==> src/hw/rtl/sse_pkg.sv <==
// ----------------------------------------------------------------------------
// sse_pkg
// Shared types, character constants and helpers for the string escape encoder.
// ----------------------------------------------------------------------------
package sse_pkg;

    // Queue between the classifier and the serializer.
    localparam int QUEUE_DEPTH = 4;
    localparam int QUEUE_AW    = $clog2(QUEUE_DEPTH);

    localparam logic [7:0] CH_QUOTE     = 8'h22;
    localparam logic [7:0] CH_BACKSLASH = 8'h5C;
    localparam logic [7:0] CH_TAB       = 8'h09;
    localparam logic [7:0] CH_NEWLINE   = 8'h0A;
    localparam logic [7:0] CH_RETURN    = 8'h0D;
    localparam logic [7:0] CH_SPACE     = 8'h20;
    localparam logic [7:0] CH_DEL       = 8'h7F;
    localparam logic [7:0] CH_LOWER_T   = 8'h74;
    localparam logic [7:0] CH_LOWER_N   = 8'h6E;
    localparam logic [7:0] CH_LOWER_R   = 8'h72;
    localparam logic [7:0] CH_LOWER_X   = 8'h78;
    localparam logic [7:0] CH_ZERO      = 8'h30;
    localparam logic [7:0] CH_LOWER_A   = 8'h61;

    localparam logic [31:0] COUNT_MAX = 32'hFFFF_FFFF;

    // Index of the final byte of an escape sequence.
    localparam logic [1:0] LAST_IDX_PLAIN = 2'd0;
    localparam logic [1:0] LAST_IDX_PAIR  = 2'd1;
    localparam logic [1:0] LAST_IDX_HEX   = 2'd3;

    typedef struct packed {
        logic [7:0] in_byte;
        logic       end_of_string;
    } in_item_t;

    typedef struct packed {
        logic [7:0]  out_byte;
        logic        last_of_run;
        logic [31:0] escaped_length;
    } out_item_t;

    // One classified input byte: its escape sequence and how long it is.
    typedef struct packed {
        logic [3:0][7:0] seq;
        logic [1:0]      last_idx;
        logic            eos;
    } desc_t;

    function automatic logic [7:0] hex_digit(input logic [3:0] nibble);
        logic [7:0] d;
        if (nibble < 4'd10)
        begin
            d = CH_ZERO + {4'd0, nibble};
        end
        else
        begin
            d = CH_LOWER_A + {4'd0, nibble} - 8'd10;
        end
        return d;
    endfunction

endpackage

==> src/hw/rtl/sse_front.sv <==
// ----------------------------------------------------------------------------
// sse_front
// Holds the configuration register and turns each accepted input byte into
// an escape descriptor for the queue.
// ----------------------------------------------------------------------------
module sse_front (
    input  logic              clk,
    input  logic              rst_n,
    input  logic              cfg_wr_en,
    input  logic              cfg_wr_data,
    input  sse_pkg::in_item_t item,
    output sse_pkg::desc_t    desc
);
    import sse_pkg::*;

    logic keep_high_reg;
    logic is_ctrl;

    always_ff @(posedge clk or negedge rst_n)
    begin
        if (!rst_n)
        begin
            keep_high_reg <= 1'b0;
        end
        else if (cfg_wr_en)
        begin
            keep_high_reg <= cfg_wr_data;
        end
    end

    assign is_ctrl = (item.in_byte < CH_SPACE) || (item.in_byte >= CH_DEL);

    always_comb
    begin
        desc.eos      = item.end_of_string;
        desc.seq      = '0;
        desc.seq[0]   = CH_BACKSLASH;
        desc.last_idx = LAST_IDX_PAIR;
        case (item.in_byte)
            CH_QUOTE:     desc.seq[1] = CH_QUOTE;
            CH_BACKSLASH: desc.seq[1] = CH_BACKSLASH;
            CH_TAB:       desc.seq[1] = CH_LOWER_T;
            CH_NEWLINE:   desc.seq[1] = CH_LOWER_N;
            CH_RETURN:    desc.seq[1] = CH_LOWER_R;
            default:
            begin
                if (!keep_high_reg && is_ctrl)
                begin
                    desc.seq[1]   = CH_LOWER_X;
                    desc.seq[2]   = hex_digit(item.in_byte[7:4]);
                    desc.seq[3]   = hex_digit(item.in_byte[3:0]);
                    desc.last_idx = LAST_IDX_HEX;
                end
                else
                begin
                    desc.seq[0]   = item.in_byte;
                    desc.last_idx = LAST_IDX_PLAIN;
                end
            end
        endcase
    end

endmodule

==> src/hw/rtl/sse_queue.sv <==
// ----------------------------------------------------------------------------
// sse_queue
// Small register FIFO of escape descriptors between classifier and serializer.
// ----------------------------------------------------------------------------
module sse_queue (
    input  logic           clk,
    input  logic           rst_n,
    input  logic           push,
    input  sse_pkg::desc_t push_data,
    output logic           full,
    input  logic           pop,
    output logic           not_empty,
    output sse_pkg::desc_t head
);
    import sse_pkg::*;

    desc_t                entry_reg [QUEUE_DEPTH];
    logic [QUEUE_AW-1:0]  wr_ptr_reg, wr_ptr_next;
    logic [QUEUE_AW-1:0]  rd_ptr_reg, rd_ptr_next;
    logic [QUEUE_AW:0]    count_reg, count_next;
    logic                 do_push, do_pop;

    assign full      = (count_reg == QUEUE_AW'(0) + (QUEUE_AW+1)'(QUEUE_DEPTH));
    assign not_empty = (count_reg != '0);
    assign head      = entry_reg[rd_ptr_reg];
    assign do_push   = push && !full;
    assign do_pop    = pop && not_empty;

    always_comb
    begin
        wr_ptr_next = do_push ? wr_ptr_reg + 1'b1 : wr_ptr_reg;
        rd_ptr_next = do_pop  ? rd_ptr_reg + 1'b1 : rd_ptr_reg;
        count_next  = count_reg;
        if (do_push && !do_pop)
        begin
            count_next = count_reg + 1'b1;
        end
        else if (do_pop && !do_push)
        begin
            count_next = count_reg - 1'b1;
        end
    end

    always_ff @(posedge clk or negedge rst_n)
    begin
        if (!rst_n)
        begin
            wr_ptr_reg <= '0;
            rd_ptr_reg <= '0;
            count_reg  <= '0;
        end
        else
        begin
            wr_ptr_reg <= wr_ptr_next;
            rd_ptr_reg <= rd_ptr_next;
            count_reg  <= count_next;
        end
    end

    always_ff @(posedge clk)
    begin
        if (do_push)
        begin
            entry_reg[wr_ptr_reg] <= push_data;
        end
    end

endmodule

==> src/hw/rtl/sse_back.sv <==
// ----------------------------------------------------------------------------
// sse_back
// Serializes the head descriptor into the output register one byte per cycle
// while out_ready allows, keeping the saturating escaped length per string.
// ----------------------------------------------------------------------------
module sse_back (
    input  logic               clk,
    input  logic               rst_n,
    input  logic               q_valid,
    input  sse_pkg::desc_t     q_head,
    output logic               q_pop,
    output logic               out_valid,
    input  logic               out_ready,
    output sse_pkg::out_item_t out_data
);
    import sse_pkg::*;

    logic [1:0]  idx_reg, idx_next;
    logic [31:0] count_reg, count_next;
    logic        valid_reg, valid_next;
    out_item_t   data_reg, data_next;
    logic        advance;
    logic        is_last;
    logic [31:0] count_inc;

    // A queued beat is loaded if the output register is empty or draining.
    assign advance   = q_valid && (!valid_reg || out_ready);
    assign is_last   = (idx_reg == q_head.last_idx);
    assign count_inc = (count_reg == COUNT_MAX) ? COUNT_MAX : count_reg + 32'd1;
    assign q_pop     = advance && is_last;

    always_comb
    begin
        idx_next   = idx_reg;
        count_next = count_reg;
        data_next  = data_reg;
        valid_next = valid_reg && !out_ready;
        if (advance)
        begin
            valid_next               = 1'b1;
            data_next.out_byte       = q_head.seq[idx_reg];
            data_next.last_of_run    = is_last;
            data_next.escaped_length = count_inc;
            idx_next                 = is_last ? 2'd0 : idx_reg + 2'd1;
            count_next               = (is_last && q_head.eos) ? 32'd0 : count_inc;
        end
    end

    always_ff @(posedge clk or negedge rst_n)
    begin
        if (!rst_n)
        begin
            idx_reg   <= '0;
            count_reg <= '0;
            valid_reg <= 1'b0;
        end
        else
        begin
            idx_reg   <= idx_next;
            count_reg <= count_next;
            valid_reg <= valid_next;
        end
    end

    always_ff @(posedge clk)
    begin
        data_reg <= data_next;
    end

    assign out_valid = valid_reg;
    assign out_data  = data_reg;

endmodule

==> src/hw/rtl/string_escape_encoder.sv <==
// ----------------------------------------------------------------------------
// string_escape_encoder
// C-style string escaper with hex escapes for control and non-ASCII bytes unless keep_high_bytes is set.
// ----------------------------------------------------------------------------
// Each input beat is one raw byte and produces one, two or four output beats;
// the serializer emits one byte per cycle while out_ready allows, and that
// single output byte lane sets the throughput. Input beats are classified on
// acceptance and held in a four-entry queue, so the input keeps accepting
// while earlier bytes are still being serialized; an accepted byte passes the
// queue entry and then the output register. keep_high_bytes is written through
// cfg_wr_en/cfg_wr_data; the user must write it only while the block is idle,
// which the block does not enforce. escaped_length counts output bytes of
// the current string, saturates at its maximum and restarts when the string ends.
module string_escape_encoder (
    input  logic               clk,
    input  logic               rst_n,
    input  logic               cfg_wr_en,
    input  logic               cfg_wr_data,
    input  logic               in_valid,
    output logic               in_ready,
    input  sse_pkg::in_item_t  in_data,
    output logic               out_valid,
    input  logic               out_ready,
    output sse_pkg::out_item_t out_data
);
    import sse_pkg::*;

    desc_t front_desc;
    desc_t q_head;
    logic  q_full;
    logic  q_valid;
    logic  q_pop;

    sse_front u_front (
        .clk         (clk),
        .rst_n       (rst_n),
        .cfg_wr_en   (cfg_wr_en),
        .cfg_wr_data (cfg_wr_data),
        .item        (in_data),
        .desc        (front_desc)
    );

    sse_queue u_queue (
        .clk       (clk),
        .rst_n     (rst_n),
        .push      (in_valid),
        .push_data (front_desc),
        .full      (q_full),
        .pop       (q_pop),
        .not_empty (q_valid),
        .head      (q_head)
    );

    sse_back u_back (
        .clk       (clk),
        .rst_n     (rst_n),
        .q_valid   (q_valid),
        .q_head    (q_head),
        .q_pop     (q_pop),
        .out_valid (out_valid),
        .out_ready (out_ready),
        .out_data  (out_data)
    );

    assign in_ready = !q_full;

endmodule
==> config.mk <==
export PLATFORM = sky130hd
export DESIGN_NAME = string_escape_encoder
export DESIGN_NICKNAME = d
export VERILOG_FILES = /design/src/hw/rtl/sse_pkg.sv /design/src/hw/rtl/sse_front.sv /design/src/hw/rtl/sse_queue.sv /design/src/hw/rtl/sse_back.sv /design/src/hw/rtl/string_escape_encoder.sv
export SDC_FILE = /design/constraint.sdc
export NUM_CORES = 1
export LEC_CHECK = 0
export ABC_AREA = 1
export BUFFER_PORTS_ARGS = -buffer_cell sky130_fd_sc_hd__buf_2
export CAP_MARGIN = 20
export CORE_ASPECT_RATIO = 0.6
export CORE_MARGIN = 2
export CORE_UTILIZATION = 25
export CTS_BUF_LIST = sky130_fd_sc_hd__clkbuf_4
export CTS_CLUSTER_DIAMETER = 50
export CTS_CLUSTER_SIZE = 40
export DETAILED_ROUTE_END_ITERATION = 12
export HOLD_SLACK_MARGIN = 0.02
export SLEW_MARGIN = 25
export SYNTH_ARGS = -nofsm -noshare
export SYNTH_HDL_FRONTEND = slang
export SYNTH_SLANG_ARGS = --single-unit
==> constraint.sdc <==
create_clock -name clk -period 2.45 [get_ports clk]
set_input_delay 0.245 -clock clk [delete_from_list [all_inputs] [get_ports clk]]
set_output_delay 0.245 -clock clk [all_outputs]
set_load 0.01 [all_outputs]
### Yosys cells after proc, flatten, opt, wreduce, memory -nomap -nowiden

Memory sizes are Yosys's and may differ from the RTL's.
Cells that the tools add are included.
W data, S select, Z words.

| operators by class | value |
|---|---|
| reductions and logical operators | 20 |
| add/subtract/negate cells | 12 |
| $lt $le $gt $ge | 5 |
| muxes and demuxes | 18 |
| equality and inequality tests | 8 |

Operators with widths:

| kind | count |
|---|---|
| $mux W32 | 2 |
| $pmux W8 S5 | 1 |
| $add A32 B1 Y32 const B | 1 |
| $eq A32 B32 Y1 const B | 1 |
| $mux W8 | 4 |
| $eq A8 B4 Y1 const B | 3 |
| $mux W24 | 1 |
| $add A7 B4 Y8 const A | 2 |
| $bmux W8 S2 | 1 |
| $mux W16 | 1 |
| $sub A8 B4 Y8 const B | 2 |
| $add A6 B4 Y7 const A | 2 |
| $mux W10 | 1 |
| $logic_and A1 B1 Y1 | 9 |
| $eq A8 B6 Y1 const B | 1 |
| $eq A8 B7 Y1 const B | 1 |
| $ge A8 B7 Y1 const B | 1 |
| $lt A4 B4 Y1 const B | 2 |
| $lt A8 B6 Y1 const B | 1 |
| $add A2 B1 Y2 const B | 3 |
| $logic_not A1 Y1 | 6 |
| $mux W3 | 2 |
| $reduce_or A5 Y1 | 1 |
| $mux W2 | 2 |
| 9 further kinds | 12 |

| storage, ports and cells | value |
|---|---|
| word-level logic and storage cells | 74 |
| output and inout bits | 43 |
| input bits | 15 |
| memories | 1 |
| register bits after elaboration | 84 |
| bits in writable memories | 140 |

Memories:

| memory | words | width | rd ports | clocked after memory_dff | wr ports | RTL line | RTL |
|---|---|---|---|---|---|---|---|
| u_queue.entry_reg | 4 | 35 | 1 | 0 | 1 | sse_queue.sv:17 | `desc_t entry_reg [QUEUE_DEPTH];` |

### Logic depth before layout (Yosys ltp)

Gate-level depths: netlist of the first run.

| logic depth | value |
|---|---|
| word-level depth | 8 |
| depth in mapped cells | 14 |
| gate-level depth less buffers | 14 |

### Cells and area by module

A second synthesis of the first run with hierarchy kept.

| second synthesis, totals | value |
|---|---|
| cells, all modules | 1077 |
| area, all modules | 11123.2 µm² |

Modules (own cells, without submodules):

| module | sequential area each (µm²) | area an instance (µm²) | instances | cells each |
|---|---|---|---|---|
| sse_queue | 4379.2 | 6309.8 | 1 | 468 |
| sse_back | 2107.0 | 4050.1 | 1 | 474 |
| sse_front | 25.0 | 759.5 | 1 | 134 |
| string_escape_encoder | 0.0 | 3.8 | 1 | 1 |

### Worst setup path after synthesis of the first run

OpenSTA, ideal clock, no wires.

| path | value |
|---|---|
| kind | register -> register |
| start | register u_queue.count_reg[0] |
| end | memory u_queue.entry_reg[0][0] (netlist bit) (enable) |
| library setup time | 0.419 ns |
| cell stages (with the launch flop) | 5 |
| period minus slack after synthesis | 2.478 ns |
| setup slack | -0.028 ns |
| data arrival time | 2.059 ns |
| data required time | 2.031 ns |
| buffers on the path | 0 |
| path through | dfrtp_1 > nor2_1 > nand2_1 > nand2_1 > nor2_1 |

| on the way | value |
|---|---|
| longest elaborated chain between the ends | 5 |

RTL lines:

| item | RTL line | RTL |
|---|---|---|
| start: declaration | sse_queue.sv:20 | `logic [QUEUE_AW:0] count_reg, count_next;` |
| start signal: assignment | sse_queue.sv:56 | `count_reg <= count_next;` |
| $eq A3 B3 Y1 | sse_queue.sv:23 | `assign full = (count_reg == QUEUE_AW'(0) + (QUEUE_AW+1)'(QUEUE_DEPTH));` |
| $logic_not A1 Y1 | -- |  |
| via in_ready | string_escape_encoder.sv:20 | `output logic in_ready,` |
| $logic_and A1 B1 Y1 | sse_queue.sv:26 | `assign do_push = push && !full;` |
| $mux W1 | sse_queue.sv:62 | `if (do_push)` |
| $mux W1 (not written as such) | sse_queue.sv:64 | `entry_reg[wr_ptr_reg] <= push_data;` |
| end: declaration | sse_queue.sv:17 |  |

The timed path passes the listed nets, and every way through them passes these cells.

### Final worst setup path of the first run

| path | value |
|---|---|
| start | register u_queue.rd_ptr_reg[0] |
| end | register u_queue.count_reg[1] |

| on the way | value |
|---|---|
| longest elaborated chain between the ends | 7 |
| elaborated cells between the ends (all ways) | 9 |
| those cells by class | eq/ne (1); mux (1); reduce/logical (6); memory (1) |

RTL lines:

| item | RTL line | RTL |
|---|---|---|
| start: declaration | sse_queue.sv:19 | `logic [QUEUE_AW-1:0] rd_ptr_reg, rd_ptr_next;` |
| start signal: assignment | sse_queue.sv:55 | `rd_ptr_reg <= rd_ptr_next;` |
| $mem_v2 Z4 W35 | -- |  |
| $eq A2 B2 Y1 | sse_back.sv:28 | `assign is_last = (idx_reg == q_head.last_idx);` |
| $logic_and A1 B1 Y1 | sse_back.sv:30 | `assign q_pop = advance && is_last;` |
| $logic_and A1 B1 Y1 | sse_queue.sv:27 | `assign do_pop = pop && not_empty;` |
| $logic_not A1 Y1 | sse_queue.sv:34 | `if (do_push && !do_pop)` |
| $logic_and A1 B1 Y1 | sse_queue.sv:34 |  |
| $mux W3 | sse_queue.sv:34 |  |
| via u_queue.count_next[1] | sse_queue.sv:20 |  |

The timed path passes the listed nets, and every way through them passes these cells.
A chain may end at the register's enable or synchronous reset.

==> results.py, run 1 <==
metrics = {
    "global_routing": {
        "grt_max_degree": 79,
        "grt_usage_pct": 12.0,
        "grt_first_pass_wirelength_microns": 37800,
        "grt.overflow.total": 0,
        "antenna_found_initial": 1,
        "first_global_vias": 6393,
    },
    "power": {
        "p_leak_nw": 4.55,
        "powerDensity_nw_per_um2": 968,
        "peakVddDrop_uv": 382,
        "power_w": 0.0109,
    },
    "synthesis": {
        "synth_cells": 934,
        "yosysSeqAreaShare_pct": 62.0,
        "synth_fa_ha_area_share_pct": 2.14,
        "yosys-top-cells-area": "edfxtp_1, dfrtp_1, nand2_1",
        "synthXorXnorAreaFrac_pct": 1.17,
        "syn_nets": 965,
        "synth.top_cell.area_share_pct": 51.0,
        "synth-compound-area-share_pct": 6.80,
        "synth_top_family_by_area": "simple AND/OR/NAND/NOR gates",
        "synth-main-ff-cell": "edfxtp_1",
        "synth_seq_cells": 208,
        "yosys.area.top_type": "edfxtp_1",
        "yosysWarnings": 0,
        "muxShareOfSynthArea_pct": 0.232,
        "synth_cell_types": 38,
        "async_reset_ff_share_pct": 20.7,
        "synthSimpleGateAreaFrac_pct": 22.6,
        "syn-cell-area_sq_um": 9720,
        "syn_avg_cell_area_sq_um": 10.4,
        "synth_edf_count": 165,
    },
    "clock_tree": {
        "cts_buffer_depth": 3,
        "cts_tree": "done",
        "root_buffer": "clkbuf_4",
        "cts.clk_slew.worst_paths_ns": 0.22,
        "cts_made_buffers": 19,
        "cts_sinks": 208,
        "clk_latency_ns": 0.75,
        "htreeDepth": 1,
    },
    "setup_path": {
        "crit_arrival_ns": 2.87,
        "crit_required_ns": 3.03,
        "critical_path_class": "flop to flop",
        "cpLargestDelayFamily": "adder cells",
        "crit_path_top_delay_cell": "dfrtp_2",
        "startpoint_type": "flop",
        "crit_chain": "clkinvlp_4 -> nand2_1 -> nand3_1 -> nand3_1 -> nand2_1 -> inv_1 -> nand3_2 -> ha_1 -> inv_1 -> fa_2 -> mux2_2",
        "crit_cells": 11,
        "reg2reg_from": "u_queue.rd_ptr_reg[0]",
        "reg2reg_depth": 11,
        "reg2reg_slack_ns": 0.15,
        "crit_path_max_fanout": 7,
        "r2r_end": "u_queue.count_reg[1]",
        "max_stage_delay_ns": 0.48,
        "end_kind": "flop",
        "crit_buf_inv": 3,
    },
    "sta": {
        "max-slew-margin-rel_pct": 32.1,
        "final_hold_viol_count": 0,
        "finalMaxSlewViolations": 0,
        "tns_ns": 0,
        "fin_crit_sh_pct": 93.7,
        "min_period_ns": 2.30,
        "timing.fmax_mhz": 436,
        "setup_viol": 0,
        "tightest_slew_ns": 1.02,
        "fin_skew_ns": 0.116,
        "hold_ws_ns": 0.0719,
    },
    "final_layout": {
        "final_util_pct": 29.6,
        "final_cell_mix": "nand2_1, edfxtp_1, nor2_1, o21ai_0, inv_1",
        "fillCellCount": 3952,
        "seq_area_sq_um": 6030,
        "nets": 1049,
        "multi_input_area_sq_um": 3220,
        "postLayoutCellArea_sq_um": 11300,
        "final_common_cell": "nand2_1",
        "drive_gt1_share_pct": 19.4,
        "area_growth_pct": 15.8,
        "largest_reg_flops": 124,
    },
    "outcome": {
        "status": "finished, final reports clean",
    },
    "detailed_routing": {
        "ant_nets": 0,
        "wl_microns": 23900,
        "num_vias": 6875,
        "dr.pass1.iters": 5,
        "dr.first_iter.drc_count": 766,
        "wire_per_inst_microns": 15.4,
        "via_per_inst": 4.44,
        "drc": 0,
    },
    "placement": {
        "dp_hpwl_microns": 15900,
        "portBuffers": 57,
        "post_dp_cell_area_sq_um": 10700,
        "place_congestion": 0.870,
    },
    "run": {
        "maxCapViolCount": 0,
    },
    "floorplanning": {
        "die_w_microns": 259,
        "start_util_pct": 25.6,
        "die_y_microns": 157,
        "coreArea_sq_um": 38000,
        "die-area_sq_um": 40500,
        "rows": 55,
        "ios": 58,
    },
    "worst_hold_path": {
        "hp-class": "input pin to asynchronous set/reset pin",
    },
}
report_power, final:
part / total [W] / internal, W / switching [W]
combinational: 0.00361 / 0.00113 / 0.00247
sequential: 0.00504 / 0.00474 / 0.000295
clock: 0.00226 / 0.000789 / 0.00147
layer usage:
metal / up-vias / routed length [microns] / global-route usage, %
li1: 3332 / - / -
met1: 3305 / 12400 / 19.0
met2: 213 / 9560 / 16.4
met3: 25 / 1520 / 2.06
met4: 0 / 407 / 2.67
met5: - / 0 / 0
worst max path at each step:
stage                         endpoint             startpoint  slack, ns
2_1_floorplan  u_queue.entry_reg[0][0]   u_queue.count_reg[0]      -0.03
3_3_place_gp      u_queue.count_reg[2]  u_queue.rd_ptr_reg[0]       0.30
3_5_place_dp      u_queue.count_reg[2]  u_queue.rd_ptr_reg[0]       0.23
4_1_cts           u_queue.count_reg[2]  u_queue.rd_ptr_reg[0]       0.11
5_1_grt           u_queue.count_reg[1]  u_queue.rd_ptr_reg[0]      -0.02
6_report          u_queue.count_reg[1]  u_queue.rd_ptr_reg[0]       0.15
logic make-up (layout without fill, tap and decap cells):
family          after synthesis  count (layout)
simple gates                468             468
flops                       208             208
compound gates              116             116
buf+inv                     111             208
fa+ha+maj                    16              16
xor+xnor                     13              13
mux                           2               2
other cells                   0               3
timing repair:
item	in CTS	in global routing
setup endpoints to repair	0	2
gates resized for setup	0	5
hold buffers	15	0
buffers inserted	0	1
hold endpoints to repair	86	0
worst reg2reg max path, delay by kind of cell (launching register included):
family	cells	cell delay [ns]
flops	1	0.48
simple gates	5	0.42
mux	1	0.27
buf+inv	3	0.32
fa+ha+maj	2	0.63
cell usage after synthesis, types with 3 or more instances:
master	instances
o21ai_0	80
clkbuf_1	17
nand3_1	60
inv_1	71
edfxtp_1	165
dfrtp_1	43
ha_1	15
buf_4	3
nor2_1	132
xor2_1	9
nand3_2	31
nor2_4	3
nor3_1	3
xnor2_1	4
nand2_2	15
buf_2	9
buf_6	7
nor2_2	10
nand2_1	202
a21oi_1	3
o221ai_1	3
o211ai_1	11
o22ai_1	15
per-stage QoR:
stage | cells | worst slack, ns
3_5_place_dp | 1494 | 0.230
4_1_cts | 1543 | 0.109
6_report | 1547 | 0.154
3_3_place_gp | 1494 | 0.304
2_1_floorplan | 934 | -0.0278
5_1_grt | 1547 | -0.0169
layout make-up:
class,instances,share of cell area [%]
flip-flops and latches,208,53.6
multi-input cells,615,28.6
repair buffers,99,6.00
well taps,513,5.70
inverters,75,2.54
clock inverters,14,2.18
clock buffers,20,1.33
diodes,3,0.0667
(Power assumes the default switching activity.)
==> inputs of run 2 (changes only) <==
--- a/config.mk
+++ b/config.mk
@@ -19,4 +19,5 @@
 export SLEW_MARGIN = 25
 export SYNTH_ARGS = -nofsm -noshare
 export SYNTH_HDL_FRONTEND = slang
+export SYNTH_HIERARCHICAL = 1
 export SYNTH_SLANG_ARGS = --single-unit
==> run 2 against run 1 <==
Global-route usage decreased by 0.65 points. Power increased by 13%. Combinational power increased by 30%.
==> results.py, run 2 <==
metrics = {
    "outcome": {
        "status": "finished, final reports clean",
    },
    "setup_path": {
        "startpoint_type": "flop",
        "critical_path_class": "flop to flop",
        "crit_path_top_delay_cell": "dfrtp_1",
        "crit_chain": "clkinv_4 -> o211ai_2 -> nand2_1 -> xnor2_1 -> nand3_2 -> nor2_4 -> nand2_2 -> ha_4 -> inv_2 -> fa_1 -> nand2_1 -> o21ai_1",
        "crit_arrival_ns": 2.91,
        "crit_path_max_fanout": 10,
        "end_kind": "flop",
        "crit_required_ns": 3.04,
        "cpLargestDelayFamily": "adder cells",
        "max_stage_delay_ns": 0.46,
        "crit_path_frequent_cell": "nand2_1",
        "crit_buf_inv": 2,
    },
    "power": {
        "powerDensity_nw_per_um2": 974,
        "p_leak_nw": 5.37,
        "power_frac_comb_pct": 38.2,
        "p_clk_share_pct": 17.0,
        "p_int_w": 0.00738,
        "p_switching_w": 0.00490,
        "peakVddDrop_uv": 655,
        "p_sw_share_pct": 39.9,
        "p_seq_share_pct": 44.8,
    },
    "run": {
        "maxCapViolCount": 0,
    },
    "final_layout": {
        "area_growth_pct": 13.3,
        "drive_gt1_share_pct": 22.2,
        "postLayoutCellArea_sq_um": 12600,
        "final_common_cell": "nand2_1",
        "layout.cells.non_filler": 1741,
        "fillCellCount": 4509,
        "seq_area_sq_um": 6510,
        "nets": 1180,
        "multi_input_area_sq_um": 3800,
        "largest_reg_flops": 140,
        "final_util_pct": 28.9,
        "final_cell_mix": "nand2_1, edfxtp_1, inv_1, nor2_1, o211ai_2",
    },
    "floorplanning": {
        "die_y_microns": 167,
        "die_w_microns": 276,
        "die-area_sq_um": 46300,
        "start_util_pct": 25.5,
        "ios": 58,
        "coreArea_sq_um": 43600,
        "rows": 59,
    },
    "synthesis": {
        "synth_seq_cells": 224,
        "yosys-top-cells-count": "nand2_1, edfxtp_1, inv_1, nor2_1, o211ai_2",
        "yosys.area.top_type": "edfxtp_1",
        "synth_edf_count": 181,
        "syn_avg_cell_area_sq_um": 10.3,
        "syn-cell-area_sq_um": 11100,
        "yosysWarnings": 6,
        "yosys-top-cells-area": "edfxtp_1, nand2_1, dfrtp_1",
        "synth-main-ff-cell": "edfxtp_1",
        "synth_cells": 1077,
        "yosysSeqAreaShare_pct": 58.5,
        "async_reset_ff_share_pct": 19.2,
        "yosysMostFrequentCell": "nand2_1",
        "synth.top_cell.area_share_pct": 48.9,
        "synth_cell_types": 37,
    },
    "global_routing": {
        "grt_max_degree": 79,
        "grt_first_pass_wirelength_microns": 41400,
        "grt.overflow.total": 0,
        "grt_usage_pct": 11.3,
        "first_global_vias": 7129,
        "antenna_found_initial": 0,
    },
    "detailed_routing": {
        "dr.pass1.iters": 5,
        "wire_per_inst_microns": 14.9,
        "dr.first_iter.drc_count": 608,
        "drc": 0,
        "via_per_inst": 4.23,
        "top_layer_used": "met4",
        "wl_met2_microns": 10600,
        "wl_met3_microns": 1540,
        "wl_microns": 25900,
        "m1WireLength_microns": 13400,
        "ant_nets": 0,
        "num_vias": 7362,
    },
    "sta": {
        "rsz0062_at_grt": "no",
        "max-slew-margin-rel_pct": 53.8,
        "fin_crit_sh_pct": 94.4,
        "hold_ws_ns": 0.0886,
        "setup_viol": 0,
        "tightest_slew_ns": 0.694,
        "timing.fmax_mhz": 432,
        "fin_skew_ns": 0.0535,
        "min_period_ns": 2.31,
        "finalMaxSlewViolations": 0,
        "final_hold_viol_count": 0,
        "tns_ns": 0,
    },
    "clock_tree": {
        "cts_sinks": 224,
        "clk_latency_ns": 0.73,
        "cts_buffer_depth": 3,
        "cts_tree": "done",
        "cts.clk_slew.worst_paths_ns": 0.21,
        "htreeDepth": 1,
        "cts_made_buffers": 18,
        "cts_setup_buffers": 0,
        "root_buffer": "clkbuf_4",
    },
    "placement": {
        "post_dp_cell_area_sq_um": 12100,
        "dp_hpwl_microns": 17800,
        "portBuffers": 57,
        "place_inst": 1693,
        "place_congestion": 0.888,
    },
    "worst_hold_path": {
        "hp-class": "input pin to flop",
    },
}
==> run 2: worst paths after layout <==
kind | start | endpoint | slack, ns | cells after the start
min reg2reg | u_queue/count_reg[2] | u_queue/count_reg[2] | 0.53 | 2
min | in_data[4] | u_queue/entry_reg[0][6] | 0.09 | 3
max | u_queue/rd_ptr_reg[0] | u_queue/count_reg[1] | 0.14 | 12
min in group asynchronous | rst_n | u_back/count_reg[19] | 0.53 | 3
max in group asynchronous | rst_n | u_back/count_reg[14] | 1.41 | 4
max reg2reg | u_queue/rd_ptr_reg[0] | u_queue/count_reg[1] | 0.14 | 12
==> run 2: cells by family after synthesis <==
| logic type | share of synthesized area [%] |
|---|---|
| AO/OA/AOI/OAI | 9.76 |
| flip-flops | 58.5 |
| adder cells (fa/ha/maj) | 1.87 |
| XOR/XNOR | 1.10 |
| buffers and inverters | 8.01 |
| AND/OR/NAND/NOR | 20.7 |
| other | 0.0337 |
==> run 2: metrics by stage <==
| step | worst slack (ns) | total power [W] |
|---|---|---|
| final | 0.137 | 0.0123 |
| after global routing | 0.00261 | 0.0131 |
| after CTS | 0.155 | 0.0124 |
| after detailed placement | 0.190 | 0.0103 |
| after global placement | 0.196 | 0.0102 |
| after floorplan | -0.222 | 0.00889 |
==> run 2: metal layers <==
metal,global-route usage (%),vias up
met5,0,-
met4,1.81,0
met3,2.08,25
met2,16.3,161
met1,17.6,3503
li1,-,3673
==> run 2: worst min-delay path: stages <==
cell and delay (ns):
buf_2 0.20, inv_1 0.08, nand4_1 0.16
==> run 2: power by group through the flow <==
stage	Combinational (W)	Sequential (W)	Clock (W)
3_5_place_dp	0.00472	0.00561	0
5_1_grt	0.00520	0.00559	0.00231
6_report	0.00469	0.00551	0.00209
2_1_floorplan	0.00322	0.00567	0
4_1_cts	0.00475	0.00552	0.00217
3_3_place_gp	0.00467	0.00558	0
==> run 2: layout make-up <==
type / count / share of cell area, %
inverters: 148 / 4.45
well taps: 579 / 5.75
flip-flops and latches: 224 / 51.7
clock buffers: 19 / 1.13
diodes: 1 / 0.0199
clock inverters: 13 / 1.47
multi-input cells: 665 / 30.2
repair buffers: 92 / 5.32
==> run 2: timing repair <==
item | 4_1_cts | 5_1_grt
endpoints found under the setup margin | 0 | 2
resized for setup | 0 | 1
hold buffers | 13 | 1
hold endpoints to repair | 77 | 13
